File: config.mk
export PLATFORM = sky130hd
export DESIGN_NAME = missing_tooth_crank_decoder
export DESIGN_NICKNAME = d
export VERILOG_FILES = /design/src/hw/rtl/mtcd_pkg.sv /design/src/hw/rtl/missing_tooth_crank_decoder.sv
export SDC_FILE = /design/constraint.sdc
export NUM_CORES = 2
export LEC_CHECK = 0
export BUFFER_PORTS_ARGS = -buffer_cell sky130_fd_sc_hd__buf_4
export CAP_MARGIN = 20
export CORE_MARGIN = 3
export CORE_UTILIZATION = 27
export CTS_CLUSTER_DIAMETER = 80
export CTS_CLUSTER_SIZE = 20
export DETAILED_ROUTE_END_ITERATION = 8
export GPL_ROUTABILITY_DRIVEN = 0
export PLACE_DENSITY = 0.42
export SYNTH_ARGS = -nofsm -noshare
export SYNTH_HDL_FRONTEND = slang
export SYNTH_SLANG_ARGS = --single-unit
File: constraint.sdc
create_clock -name clk -period 8 [get_ports clk]
set_input_delay 1.2 -clock clk [delete_from_list [all_inputs] [get_ports clk]]
set_output_delay 1.2 -clock clk [all_outputs]
set_load 0.1 [all_outputs]
File: src/hw/rtl/mtcd_pkg.sv
// Shared types and constants of the missing-tooth crank decoder.
// Used by the decoder top level and by its port checker.
`default_nettype none

package mtcd_pkg;

  // configuration register indexes
  localparam int unsigned CFG_IDX_W = 2;
  localparam logic [CFG_IDX_W-1:0] CFG_TOOTH_OFFSET = 2'd0;
  localparam logic [CFG_IDX_W-1:0] CFG_FINE_OFFSET  = 2'd1;
  localparam logic [CFG_IDX_W-1:0] CFG_NOISE_MIN    = 2'd2;
  localparam logic [CFG_IDX_W-1:0] CFG_STOP_TIMEOUT = 2'd3;
  localparam int unsigned CFG_DATA_W = 24;

  // operation codes of the input word
  localparam logic OP_EDGE  = 1'b0;
  localparam logic OP_QUERY = 1'b1;

  // field widths
  localparam int unsigned TIME_W   = 32;
  localparam int unsigned TOOTH_W  = 6;   // tooth count and offset, up to 63
  localparam int unsigned POS_W    = 7;
  localparam int unsigned FINE_W   = 17;
  localparam int unsigned NOISE_W  = 16;
  localparam int unsigned TMO_W    = 24;
  localparam int unsigned RPM_W    = 16;
  localparam int unsigned ANGLE_W  = 16;

  // period history
  localparam int unsigned HIST_DEPTH = 4;
  localparam int unsigned HIST_PTR_W = 2;
  localparam int unsigned SUM_W      = TIME_W + HIST_PTR_W;

  // arithmetic widths
  localparam int unsigned DEN_W  = TIME_W + TOOTH_W;   // teeth * period
  localparam int unsigned NUM_W  = 54;                 // 36000 * teeth * period
  localparam int unsigned SHF_W  = 26;                 // bits shifted into the divider
  localparam int unsigned CNT_W  = 5;
  localparam int unsigned WRAP_W = 18;

  localparam logic [SHF_W-1:0]   RPM_NUM   = 26'd60000000;
  localparam logic [ANGLE_W-1:0] TURN_CDEG = 16'd36000;
  localparam logic [WRAP_W:0]    WRAP_BIAS = 19'd72000;   // two turns

  localparam logic [RPM_W-1:0]   RPM_MAX   = 16'hFFFF;

endpackage

`default_nettype wire

File: src/hw/rtl/missing_tooth_crank_decoder.sv
// Missing-tooth crank wheel decoder: tooth period tracking, gap sync, rpm and angle.
// Depends on mtcd_pkg. Checked by mtcd_checker, bound in from its own file.
//
// One word is taken at a time; in_stall is high from acceptance until the result
// has been moved into the output register, which may still be waiting on out_stall
// when the next word is taken. A noise edge or a gap edge goes straight to the
// output stage. An edge that enters the average runs the 26 steps of the shared
// restoring divider that recomputes rpm. A query runs 6 divider steps to reduce
// the tooth offset, the S_DIST and S_MUL multiplies to form the numerator, 16 divider
// steps to give the angle and up to 4 steps to wrap it into 0..35999. A query that
// finds no valid angle goes straight to the output stage. The divider is the single
// shared unit; rpm is kept from the last edge that entered the average so a query does not repeat that division.
`default_nettype none

module missing_tooth_crank_decoder #(
  parameter int unsigned TEETH_TOTAL   = 60,
  parameter int unsigned TEETH_MISSING = 2
) (
  input  wire logic                                clk,
  input  wire logic                                rst,
  // configuration
  input  wire logic                                cfg_we,
  input  wire logic [mtcd_pkg::CFG_IDX_W-1:0]      cfg_index,
  input  wire logic [mtcd_pkg::CFG_DATA_W-1:0]     cfg_data,
  // input channel
  input  wire logic                                in_valid,
  output logic                                     in_stall,
  input  wire logic                                operation,
  input  wire logic [mtcd_pkg::TIME_W-1:0]         time_us,
  // output channel
  output logic                                     out_valid,
  input  wire logic                                out_stall,
  output logic [mtcd_pkg::RPM_W-1:0]               rpm,
  output logic                                     is_synced,
  output logic signed [mtcd_pkg::POS_W-1:0]        tooth_number,
  output logic [mtcd_pkg::ANGLE_W-1:0]             angle_cdeg,
  output logic                                     angle_valid,
  output logic                                     engine_running,
  output logic [mtcd_pkg::TIME_W-1:0]              average_period_us,
  output logic                                     gap_detected
);

  localparam logic [mtcd_pkg::TOOTH_W-1:0] TEETH = mtcd_pkg::TOOTH_W'(TEETH_TOTAL);
  localparam logic signed [mtcd_pkg::POS_W-1:0] POS_LAST =
    mtcd_pkg::POS_W'(TEETH_TOTAL - TEETH_MISSING);

  localparam int unsigned ST_W = 4;
  localparam logic [ST_W-1:0] S_IDLE  = 4'd0;
  localparam logic [ST_W-1:0] S_EDGE  = 4'd1;
  localparam logic [ST_W-1:0] S_DEN   = 4'd2;
  localparam logic [ST_W-1:0] S_QUERY = 4'd3;
  localparam logic [ST_W-1:0] S_DIV   = 4'd4;
  localparam logic [ST_W-1:0] S_POST  = 4'd5;
  localparam logic [ST_W-1:0] S_DIST  = 4'd6;
  localparam logic [ST_W-1:0] S_MUL   = 4'd7;
  localparam logic [ST_W-1:0] S_LOAD  = 4'd8;
  localparam logic [ST_W-1:0] S_WRAP  = 4'd9;
  localparam logic [ST_W-1:0] S_OUT   = 4'd10;

  // what the divider is working on
  localparam int unsigned PH_W = 2;
  localparam logic [PH_W-1:0] PH_RPM = 2'd0;
  localparam logic [PH_W-1:0] PH_OFF = 2'd1;
  localparam logic [PH_W-1:0] PH_ANG = 2'd2;

  // configuration registers
  logic [mtcd_pkg::TOOTH_W-1:0]       tooth_offset;
  logic signed [mtcd_pkg::FINE_W-1:0] fine_offset;
  logic [mtcd_pkg::NOISE_W-1:0]       noise_min;
  logic [mtcd_pkg::TMO_W-1:0]         stop_timeout;

  // decoder state
  logic [mtcd_pkg::TIME_W-1:0]        last_edge_time;
  logic [mtcd_pkg::TIME_W-1:0]        period_history [mtcd_pkg::HIST_DEPTH];
  logic [mtcd_pkg::HIST_PTR_W-1:0]    history_pointer;
  logic [mtcd_pkg::SUM_W-1:0]         history_sum;
  logic [mtcd_pkg::TIME_W-1:0]        mean_period;
  logic [mtcd_pkg::TIME_W-1:0]        last_good_period;
  logic signed [mtcd_pkg::POS_W-1:0]  tooth_position;
  logic                               sync_flag;
  logic [mtcd_pkg::RPM_W-1:0]         rpm_value;

  // per-word working registers
  logic [ST_W-1:0]                    state;
  logic [PH_W-1:0]                    phase;
  logic                               op_r;
  logic [mtcd_pkg::TIME_W-1:0]        now_r;
  logic                               gap_r;
  logic                               valid_r;
  logic [mtcd_pkg::ANGLE_W-1:0]       angle_r;
  logic [mtcd_pkg::DEN_W-1:0]         den;
  logic [mtcd_pkg::TIME_W-1:0]        frac_r;
  logic [mtcd_pkg::TOOTH_W-1:0]       offset_mod;
  logic [mtcd_pkg::DEN_W-1:0]         dist_r;
  logic [mtcd_pkg::NUM_W-1:0]         num_r;
  logic [mtcd_pkg::WRAP_W-1:0]        wrap_r;

  // shared divider
  logic [mtcd_pkg::DEN_W-1:0]         div_rem;
  logic [mtcd_pkg::SHF_W-1:0]         div_shf;
  logic [mtcd_pkg::SHF_W-1:0]         div_quo;
  logic [mtcd_pkg::CNT_W-1:0]         div_cnt;
  logic                               div_use_den;

  // combinational helpers
  logic [mtcd_pkg::TIME_W-1:0]        elapsed;
  logic [mtcd_pkg::SUM_W-1:0]         gap_sum3;
  logic                               gap_hit;
  logic [mtcd_pkg::SUM_W-1:0]         sum_next;
  logic signed [mtcd_pkg::POS_W-1:0]  pos_inc;
  logic [mtcd_pkg::DEN_W-1:0]         divisor;
  logic [mtcd_pkg::DEN_W+1:0]         trial;
  logic                               trial_ok;
  logic signed [mtcd_pkg::POS_W:0]    dist_diff;
  logic [mtcd_pkg::POS_W:0]           dist_fix;
  logic signed [mtcd_pkg::WRAP_W:0]   wrap_init;
  logic                               out_free;

  assign in_stall = (state != S_IDLE);
  assign out_free = !out_valid || !out_stall;

  always_comb begin
    elapsed  = now_r - last_edge_time;
    gap_sum3 = {2'b00, mean_period} + {1'b0, mean_period, 1'b0};
    gap_hit  = (mean_period != '0) && ({1'b0, elapsed} > gap_sum3[mtcd_pkg::SUM_W-1:1]);
    sum_next = history_sum - {2'b00, period_history[history_pointer]} + {2'b00, elapsed};
    pos_inc  = tooth_position + 7'sd1;

    divisor  = div_use_den ? den : mtcd_pkg::DEN_W'(TEETH);
    trial    = {1'b0, div_rem, div_shf[mtcd_pkg::SHF_W-1]} - {2'b00, divisor};
    trial_ok = !trial[mtcd_pkg::DEN_W+1];

    // teeth since top dead centre, modulo the tooth count
    dist_diff = $signed({1'b0, tooth_position}) - $signed({2'b00, offset_mod});
    dist_fix  = dist_diff[mtcd_pkg::POS_W] ?
                8'(dist_diff + $signed({2'b00, TEETH})) : 8'(dist_diff);

    wrap_init = $signed({3'b000, div_quo[mtcd_pkg::ANGLE_W-1:0]})
              - $signed({{2{fine_offset[mtcd_pkg::FINE_W-1]}}, fine_offset})
              + $signed(mtcd_pkg::WRAP_BIAS);
  end

  // configuration
  always_ff @(posedge clk) begin
    if (rst) begin
      tooth_offset <= '0;
      fine_offset  <= '0;
      noise_min    <= 16'd300;
      stop_timeout <= 24'd300000;
    end else if (cfg_we) begin
      case (cfg_index)
        mtcd_pkg::CFG_TOOTH_OFFSET: tooth_offset <= cfg_data[mtcd_pkg::TOOTH_W-1:0];
        mtcd_pkg::CFG_FINE_OFFSET:  fine_offset  <= $signed(cfg_data[mtcd_pkg::FINE_W-1:0]);
        mtcd_pkg::CFG_NOISE_MIN:    noise_min    <= cfg_data[mtcd_pkg::NOISE_W-1:0];
        mtcd_pkg::CFG_STOP_TIMEOUT: stop_timeout <= cfg_data[mtcd_pkg::TMO_W-1:0];
        default: ;
      endcase
    end
  end

  // sequencer and datapath
  always_ff @(posedge clk) begin
    if (rst) begin
      state            <= S_IDLE;
      phase            <= PH_RPM;
      out_valid        <= 1'b0;
      last_edge_time   <= '0;
      for (int i = 0; i < mtcd_pkg::HIST_DEPTH; i++) begin
        period_history[i] <= '0;
      end
      history_pointer  <= '0;
      history_sum      <= '0;
      mean_period      <= '0;
      last_good_period <= '0;
      tooth_position   <= '0;
      sync_flag        <= 1'b0;
      rpm_value        <= '0;
    end else begin
      if (out_valid && !out_stall && state != S_OUT) begin
        out_valid <= 1'b0;
      end
      case (state)
        S_IDLE: begin
          if (in_valid) begin
            op_r    <= operation;
            now_r   <= time_us;
            gap_r   <= 1'b0;
            valid_r <= 1'b0;
            angle_r <= '0;
            state   <= (operation == mtcd_pkg::OP_QUERY) ? S_QUERY : S_EDGE;
          end
        end
        S_EDGE: begin
          last_edge_time <= now_r;
          if (elapsed < {16'd0, noise_min}) begin
            state <= S_OUT;
          end else if (gap_hit) begin
            gap_r          <= 1'b1;
            tooth_position <= '0;
            sync_flag      <= 1'b1;
            state          <= S_OUT;
          end else begin
            period_history[history_pointer] <= elapsed;
            history_pointer  <= history_pointer + 2'd1;
            history_sum      <= sum_next;
            mean_period      <= sum_next[mtcd_pkg::SUM_W-1:mtcd_pkg::HIST_PTR_W];
            last_good_period <= elapsed;
            if (sync_flag) begin
              if (pos_inc >= POS_LAST) begin
                sync_flag      <= 1'b0;
                tooth_position <= -7'sd1;
              end else begin
                tooth_position <= pos_inc;
              end
            end
            state <= S_DEN;
          end
        end
        S_DEN: begin
          // new period: refresh rpm through the divider
          den         <= mtcd_pkg::DEN_W'(last_good_period) * mtcd_pkg::DEN_W'(TEETH);
          div_rem     <= '0;
          div_shf     <= mtcd_pkg::RPM_NUM;
          div_quo     <= '0;
          div_cnt     <= mtcd_pkg::CNT_W'(mtcd_pkg::SHF_W);
          div_use_den <= 1'b1;
          phase       <= PH_RPM;
          state       <= S_DIV;
        end
        S_QUERY: begin
          if (!sync_flag || tooth_position[mtcd_pkg::POS_W-1] || last_good_period == '0) begin
            state <= S_OUT;
          end else begin
            den         <= mtcd_pkg::DEN_W'(last_good_period) * mtcd_pkg::DEN_W'(TEETH);
            frac_r      <= (elapsed > last_good_period) ? last_good_period : elapsed;
            // offset modulo the tooth count
            div_rem     <= '0;
            div_shf     <= {tooth_offset, {(mtcd_pkg::SHF_W-mtcd_pkg::TOOTH_W){1'b0}}};
            div_quo     <= '0;
            div_cnt     <= mtcd_pkg::CNT_W'(mtcd_pkg::TOOTH_W);
            div_use_den <= 1'b0;
            phase       <= PH_OFF;
            state       <= S_DIV;
          end
        end
        S_DIV: begin
          div_rem <= trial_ok ? trial[mtcd_pkg::DEN_W-1:0]
                              : {div_rem[mtcd_pkg::DEN_W-2:0], div_shf[mtcd_pkg::SHF_W-1]};
          div_shf <= {div_shf[mtcd_pkg::SHF_W-2:0], 1'b0};
          div_quo <= {div_quo[mtcd_pkg::SHF_W-2:0], trial_ok};
          div_cnt <= div_cnt - 5'd1;
          if (div_cnt == 5'd1) begin
            state <= S_POST;
          end
        end
        S_POST: begin
          case (phase)
            PH_RPM: begin
              if (last_good_period == '0) begin
                rpm_value <= '0;
              end else if (div_quo[mtcd_pkg::SHF_W-1:mtcd_pkg::RPM_W] != '0) begin
                rpm_value <= mtcd_pkg::RPM_MAX;
              end else begin
                rpm_value <= div_quo[mtcd_pkg::RPM_W-1:0];
              end
              state <= S_OUT;
            end
            PH_OFF: begin
              offset_mod <= div_rem[mtcd_pkg::TOOTH_W-1:0];
              state      <= S_DIST;
            end
            PH_ANG: begin
              wrap_r <= wrap_init[mtcd_pkg::WRAP_W-1:0];
              state  <= S_WRAP;
            end
            default: state <= S_OUT;
          endcase
        end
        S_DIST: begin
          dist_r <= mtcd_pkg::DEN_W'(dist_fix[mtcd_pkg::TOOTH_W-1:0])
                  * mtcd_pkg::DEN_W'(last_good_period) + {6'd0, frac_r};
          state  <= S_MUL;
        end
        S_MUL: begin
          num_r <= mtcd_pkg::NUM_W'(dist_r) * mtcd_pkg::NUM_W'(mtcd_pkg::TURN_CDEG);
          state <= S_LOAD;
        end
        S_LOAD: begin
          // quotient stays below 2^16, so the top bits start as remainder
          div_rem     <= num_r[mtcd_pkg::NUM_W-1:mtcd_pkg::ANGLE_W];
          div_shf     <= {num_r[mtcd_pkg::ANGLE_W-1:0],
                          {(mtcd_pkg::SHF_W-mtcd_pkg::ANGLE_W){1'b0}}};
          div_quo     <= '0;
          div_cnt     <= mtcd_pkg::CNT_W'(mtcd_pkg::ANGLE_W);
          div_use_den <= 1'b1;
          phase       <= PH_ANG;
          state       <= S_DIV;
        end
        S_WRAP: begin
          if (wrap_r >= {2'b00, mtcd_pkg::TURN_CDEG}) begin
            wrap_r <= wrap_r - {2'b00, mtcd_pkg::TURN_CDEG};
          end else begin
            angle_r <= wrap_r[mtcd_pkg::ANGLE_W-1:0];
            valid_r <= 1'b1;
            state   <= S_OUT;
          end
        end
        S_OUT: begin
          if (out_free) begin
            out_valid         <= 1'b1;
            rpm               <= rpm_value;
            is_synced         <= sync_flag;
            tooth_number      <= tooth_position;
            angle_cdeg        <= angle_r;
            angle_valid       <= valid_r && (op_r == mtcd_pkg::OP_QUERY);
            engine_running    <= (elapsed < {8'd0, stop_timeout});
            average_period_us <= mean_period;
            gap_detected      <= gap_r;
            state             <= S_IDLE;
          end
        end
        default: state <= S_IDLE;
      endcase
    end
  end

endmodule

`default_nettype wire

Word-level counts from Yosys, hierarchy flattened
Memories as Yosys holds them, arrays and structs flattened. A register that Yosys moved wholly into a read port is not among the register bits.
Index checks and enable logic that the tools add are counted.
- flip-flop bits (word level): 629
- memory bits (writable): 128
- input port bits: 64
- output and inout port bits: 77
- memories: 1
- memory list (memory ; words ; width ; read ports ; clocked after memory_dff ; write ports ; RTL line ; text):
    period_history ; 4 ; 32 ; 1 ; 1 ; 4 ; missing_tooth_crank_decoder.sv:74 ; logic [mtcd_pkg::TIME_W-1:0] period_history [mtcd_pkg::HIST_DEPTH];
- add/subtract/negate cells: 14
- $mul: 3
- magnitude comparators: 6
- eq/ne operators: 26
- multiplexer cells: 63
- bitwise operators: 4
- reductions and logical operators: 52
- operators by type and width (kind ; number):
    38-bit two-way mux ; 4
    38-bit one-hot mux with 4 select lines ; 1
    26-bit one-hot mux with 4 select lines ; 1
    26-bit one-hot mux with 3 select lines ; 1
    38-bit one-hot mux with 2 select lines ; 1
    16-bit two-way mux ; 4
    32-bit two-way mux ; 2
    26-bit two-way mux ; 2
    38-bit by 11-bit multiplier with 49-bit output, second input constant ; 1
    4-bit one-hot mux with 10 select lines ; 1
    39-bit by 38-bit subtractor with 40-bit output ; 1
    38-bit by 32-bit adder with 38-bit output ; 1
    6-bit by 32-bit multiplier with 38-bit output ; 1
    32-bit by 4-bit multiplier with 36-bit output, second input constant ; 1
    18-bit two-way mux ; 2
    18-bit one-hot mux with 2 select lines ; 1
    32-bit by 33-bit adder with 34-bit output ; 1
    34-bit by 32-bit adder with 34-bit output ; 1
    34-bit by 32-bit subtractor with 34-bit output ; 1
    32-bit by 33-bit greater-than comparator with 1-bit output ; 1
    32-bit greater-than comparator ; 1
    32-bit zero test ; 1
    32-bit by 16-bit less-than comparator with 1-bit output ; 1
    32-bit by 24-bit less-than comparator with 1-bit output ; 1
    48 further kinds ; 135

Depth between registers and ports, before layout
- word-level depth: 10
- depth in mapped cells: 33
- depth with buffers taken out: 31

Least setup slack after synthesis
Ideal clock, no wire load.
- kind: input to register
- start: in rst
- end: reg angle_cdeg[0] in the netlist's numbering (enable)
- setup time: 0.616 ns
- data arrival time: 7.027 ns
- setup slack: 0.357 ns
- stages on the path: 3
- path through: clkbuf_1 > buf_2 > nor3b_1
- longest elaborated chain between the ends: 2
- RTL lines (what ; RTL line ; text):
    start, declared ; missing_tooth_crank_decoder.sv:20 ; input wire logic rst,
    1-bit inverter (no line) ; -- ;
    3-bit AND reduction (no line) ; -- ;
    end signal, assigned ; missing_tooth_crank_decoder.sv:314 ; angle_cdeg <= angle_r;
    end, declared ; missing_tooth_crank_decoder.sv:36 ; output logic [mtcd_pkg::ANGLE_W-1:0] angle_cdeg,
No other way between the ends.
A chain may end at the register's enable or synchronous reset.

Worst setup path in the final report
- start: reg offset_mod[1] in the netlist's numbering
- end: reg dist_r[37] in the netlist's numbering (data pin)
- longest elaborated chain between the ends: 5
- RTL lines (what ; RTL line ; text):
    start, declared ; missing_tooth_crank_decoder.sv:93 ; logic [mtcd_pkg::TOOTH_W-1:0] offset_mod;
    start signal, assigned ; missing_tooth_crank_decoder.sv:269 ; offset_mod <= div_rem[mtcd_pkg::TOOTH_W-1:0];
    7-bit by 6-bit subtractor with 8-bit output (*) ; missing_tooth_crank_decoder.sv:134 ; dist_diff = $signed({1'b0, tooth_position}) - $signed({2'b00, offset_mod});
    6-bit by 3-bit adder with 6-bit output ; missing_tooth_crank_decoder.sv:136 ; 8'(dist_diff + $signed({2'b00, TEETH})) : 8'(dist_diff);
    6-bit two-way mux (*) ; missing_tooth_crank_decoder.sv:135 ; dist_fix = dist_diff[mtcd_pkg::POS_W] ?
    6-bit by 32-bit multiplier with 38-bit output (*) ; missing_tooth_crank_decoder.sv:281 ; * mtcd_pkg::DEN_W'(last_good_period) + {6'd0, frac_r};
    38-bit by 32-bit adder with 38-bit output (*) ; missing_tooth_crank_decoder.sv:281 ;
    end signal, assigned ; missing_tooth_crank_decoder.sv:280 ; dist_r <= mtcd_pkg::DEN_W'(dist_fix[mtcd_pkg::TOOTH_W-1:0])
    end, declared ; missing_tooth_crank_decoder.sv:94 ; logic [mtcd_pkg::DEN_W-1:0] dist_r;
Mark *: on every way between the ends. The rest lies on a longest branch, timed or not.

==> impl_metrics.prom <==
# TYPE chip_impl_metric gauge
chip_impl_info{name="status",value="finished, final reports clean"} 1
chip_impl_metric{name="clk_pin_slew",unit="ps"} 80
chip_impl_metric{name="maxSlewHeadroom",unit="%"} 27.0
chip_impl_metric{name="design_power_total",unit="mW"} 27.7
chip_impl_metric{name="number_of_buffers_created_by_cts",unit=""} 60
chip_impl_metric{name="detailedPlace.worstSlack",unit="ps"} -173
chip_impl_metric{name="timing_max_transition_violations_final",unit=""} 0
chip_impl_metric{name="netlist-cell-type-count",unit=""} 95
chip_impl_info{name="postSynth.topFlopCell",value="edfxtp_1"} 1
chip_impl_metric{name="place.port_buffers",unit=""} 140
chip_impl_metric{name="tns",unit="ps"} 0
chip_impl_metric{name="worst_path_largest_cell_delay",unit="ps"} 530
chip_impl_metric{name="number_of_synthesized_flops_with_an_enable_pin",unit=""} 521
chip_impl_metric{name="grt_start_max_net_pins",unit=""} 72
chip_impl_metric{name="drt.antenna.violating_nets",unit=""} 0
chip_impl_info{name="worst_path_max_delay_cell",value="fa_1"} 1
chip_impl_metric{name="core_area",unit="mm²"} 0.203
chip_impl_metric{name="synthesis.instances",unit=""} 5467
chip_impl_metric{name="holdPathStages",unit=""} 0
chip_impl_info{name="setup.worst_path.class",value="reg -> reg"} 1
chip_impl_metric{name="detail_route.wirelength",unit="µm"} 162000
chip_impl_metric{name="final.min_clock_period",unit="ps"} 7570
chip_impl_metric{name="worstRegToRegCells",unit=""} 34
chip_impl_metric{name="min_period_over_period",unit="%"} 94.6
chip_impl_metric{name="design.final.nets",unit=""} 6687
chip_impl_metric{name="final-hold-violation-count",unit=""} 0
chip_impl_info{name="crit_path_end_kind",value="register"} 1
chip_impl_metric{name="place_hpwl",unit="µm"} 127000
chip_impl_metric{name="worst_ir_drop_vdd",unit="mV"} 0.334
chip_impl_metric{name="cp.depth",unit=""} 34
chip_impl_metric{name="clkLatencyLatePin",unit="ps"} 710
chip_impl_info{name="cpLargestDelayFamily",value="adder cells"} 1
chip_impl_metric{name="grt_remaining_overflow",unit=""} 0
chip_impl_metric{name="power_density",unit="mW/mm²"} 443
chip_impl_metric{name="dr.pass1.iters",unit=""} 5
chip_impl_info{name="clock-root-buffer",value="clkbuf_16"} 1
chip_impl_metric{name="initial_cell_density_of_the_core",unit="%"} 27.2
chip_impl_metric{name="final_cell_count_no_fill",unit=""} 8387
chip_impl_info{name="layout_commonest_cell",value="inv_1"} 1
chip_impl_metric{name="syn_area_per_cell",unit="µm²"} 10.1
chip_impl_metric{name="synthesis.yosys.warnings",unit=""} 0
chip_impl_metric{name="dp.cells",unit=""} 8266
chip_impl_metric{name="maximum_fanout_count_along_the_critical_path",unit=""} 7
chip_impl_metric{name="clock_sinks",unit=""} 717
chip_impl_metric{name="die-area",unit="mm²"} 0.210
chip_impl_metric{name="area_delta_synth_final",unit="%"} 13.5
chip_impl_metric{name="first_global_vias",unit=""} 39600
chip_impl_info{name="critPathLaunchType",value="register"} 1
chip_impl_metric{name="drc",unit=""} 0
chip_impl_metric{name="post_route_cells_drive_above_1_share",unit="%"} 8.91
chip_impl_metric{name="fin_ws",unit="ps"} 431
chip_impl_metric{name="number_of_antenna_violations_at_the_first_check_in_global_routing",unit=""} 10
chip_impl_metric{name="crit_buf_inv",unit=""} 8
chip_impl_info{name="cts_tree",value="yes"} 1
chip_impl_metric{name="syn-cell-area",unit="mm²"} 0.0551
chip_impl_metric{name="ys_seq_elements",unit=""} 717
chip_impl_metric{name="cts.hold.buffers_added",unit=""} 0
chip_impl_metric{name="critPathArrivalTime",unit="ps"} 8000
chip_impl_metric{name="async_reset_ff_share",unit="%"} 0
chip_impl_metric{name="synth-seq-area-share",unit="%"} 35.5
chip_impl_metric{name="global_route.usage.total",unit="%"} 15.3
chip_impl_metric{name="tightest_slew",unit="ps"} 1090
chip_impl_metric{name="setup_viol",unit=""} 0
chip_impl_metric{name="h-tree-depth",unit=""} 2
chip_impl_metric{name="clk_path_buf_depth",unit=""} 3
chip_impl_metric{name="die_height",unit="µm"} 458
chip_impl_metric{name="leakage",unit="nW"} 27.1
chip_impl_info{name="min-delay-path-class",value="reg -> reg"} 1
chip_impl_metric{name="grt_pass1_wl",unit="µm"} 249000
chip_impl_metric{name="wl_per_cell",unit="µm"} 19.4
chip_impl_metric{name="max_cap_viols",unit=""} 0
chip_impl_metric{name="drt-vias-per-instance",unit=""} 4.64
chip_impl_metric{name="worst-endpoint-required",unit="ps"} 8430
chip_impl_metric{name="placement_rows",unit=""} 165
chip_impl_metric{name="fmax",unit="GHz"} 0.132
chip_impl_metric{name="pin_count",unit=""} 141
chip_impl_metric{name="clock_skew",unit="ps"} 52.5
chip_impl_metric{name="dr_total_vias",unit=""} 38900
chip_impl_metric{name="synth_fp_nets",unit=""} 6493
chip_impl_metric{name="final.hold.worst_slack",unit="ps"} 417
chip_impl_info{name="highest_count_cells_in_the_layout_ignoring_fill_and_taps",value="785 x inv_1, 613 x ha_1, 521 x edfxtp_1"} 1
chip_impl_metric{name="detailedRoute.firstIterationViolations",unit=""} 2115
chip_impl_metric{name="floorplan.die.width",unit="µm"} 458
==> stage by stage <==
stage	utilization, %	area, µm²
after floorplan	-	55100
after global placement	29.7	60100
after detailed placement	29.7	60100
after CTS	30.7	62300
after global routing	30.9	62600
final	30.9	62600
==> routing by layer <==
layer	routed length [µm]	GRT usage, %	part of all wire [%]
met1	80400	22.2	50
met2	74100	24.7	46
met3	4820	1.48	3.0
met4	3020	2.95	1.9
met5	0	0	0
==> cells in the mapped netlist, drive strengths merged (104+ instances only) <==
cell type,instances,area share [%]
xnor2,149,2.4
clkbuf,112,0.76
nor2,407,2.8
inv,789,5.4
and2,123,1.4
ha,615,14
edfxtp,521,28
a21oi,352,3.2
o21ai,187,1.7
fa,347,13
nand2,468,3.2
mux2i,104,1.9
dfxtp,196,7.1
a21o,146,2.0
==> state kept, by name, summed over array words and instances, names as in the netlist, 16 cells and up, named ones only <==
signal	flops
angle_cdeg	16
angle_r	16
average_period_us	32
den	36
dist_r	38
div_quo	26
div_rem	38
div_shf	18
fine_offset	17
frac_r	32
history_sum	34
last_edge_time	32
last_good_period	32
noise_min	16
now_r	32
num_r	49
period_history	128
rpm	16
rpm_value	16
stop_timeout	24
wrap_r	18
==> logic make-up (layout without fill, tap and decap cells) <==
logic type / after synthesis / in the layout / share of synthesized area [%]
AOI/OAI and AO/OA: 1064 / 1064 / 12.5
xor gates and xnor gates: 243 / 243 / 3.87
adders and majority gates: 962 / 962 / 26.5
buffers and inverters: 943 / 1187 / 6.57
DFF: 717 / 717 / 35.5
muxes: 140 / 140 / 3.28
other: 0 / 4 / 0
and+or+nand+nor: 1398 / 1398 / 11.7
==> power by group <==
group          total [mW]  switching [mW]  internal [mW]
clock                3.35            1.67           1.68
sequential           6.01           0.850           5.16
combinational        18.4            11.0           7.36
==> final cells by class <==
type                    count  area [µm²]
multi-input cells        3807       32200
well taps                2672        3340
diodes                      4        10.0
repair buffers            283        2250
flip-flops and latches    717       19600
clock buffers              68        1570
inverters                 792        2970
fillers                 21100      140000
clock inverters            44         611
==> what timing repair did <==
| item | CTS | global route |
|---|---|---|
| setup endpoints to repair | 1 | 9 |
| gates resized for setup | 2 | 38 |
| gates cloned | 0 | 1 |
| setup buffers | 0 | 3 |
| pin swaps | 0 | 15 |
==> worst paths after layout <==
path                  from       endpoint  slack [ps]
max          offset_mod[1]     dist_r[37]         430
min             angle_r[5]  angle_cdeg[5]         420
max reg2reg  offset_mod[1]     dist_r[37]         430
min reg2reg     angle_r[5]  angle_cdeg[5]         420
No activity file was read; power rests on OpenSTA's default activity.
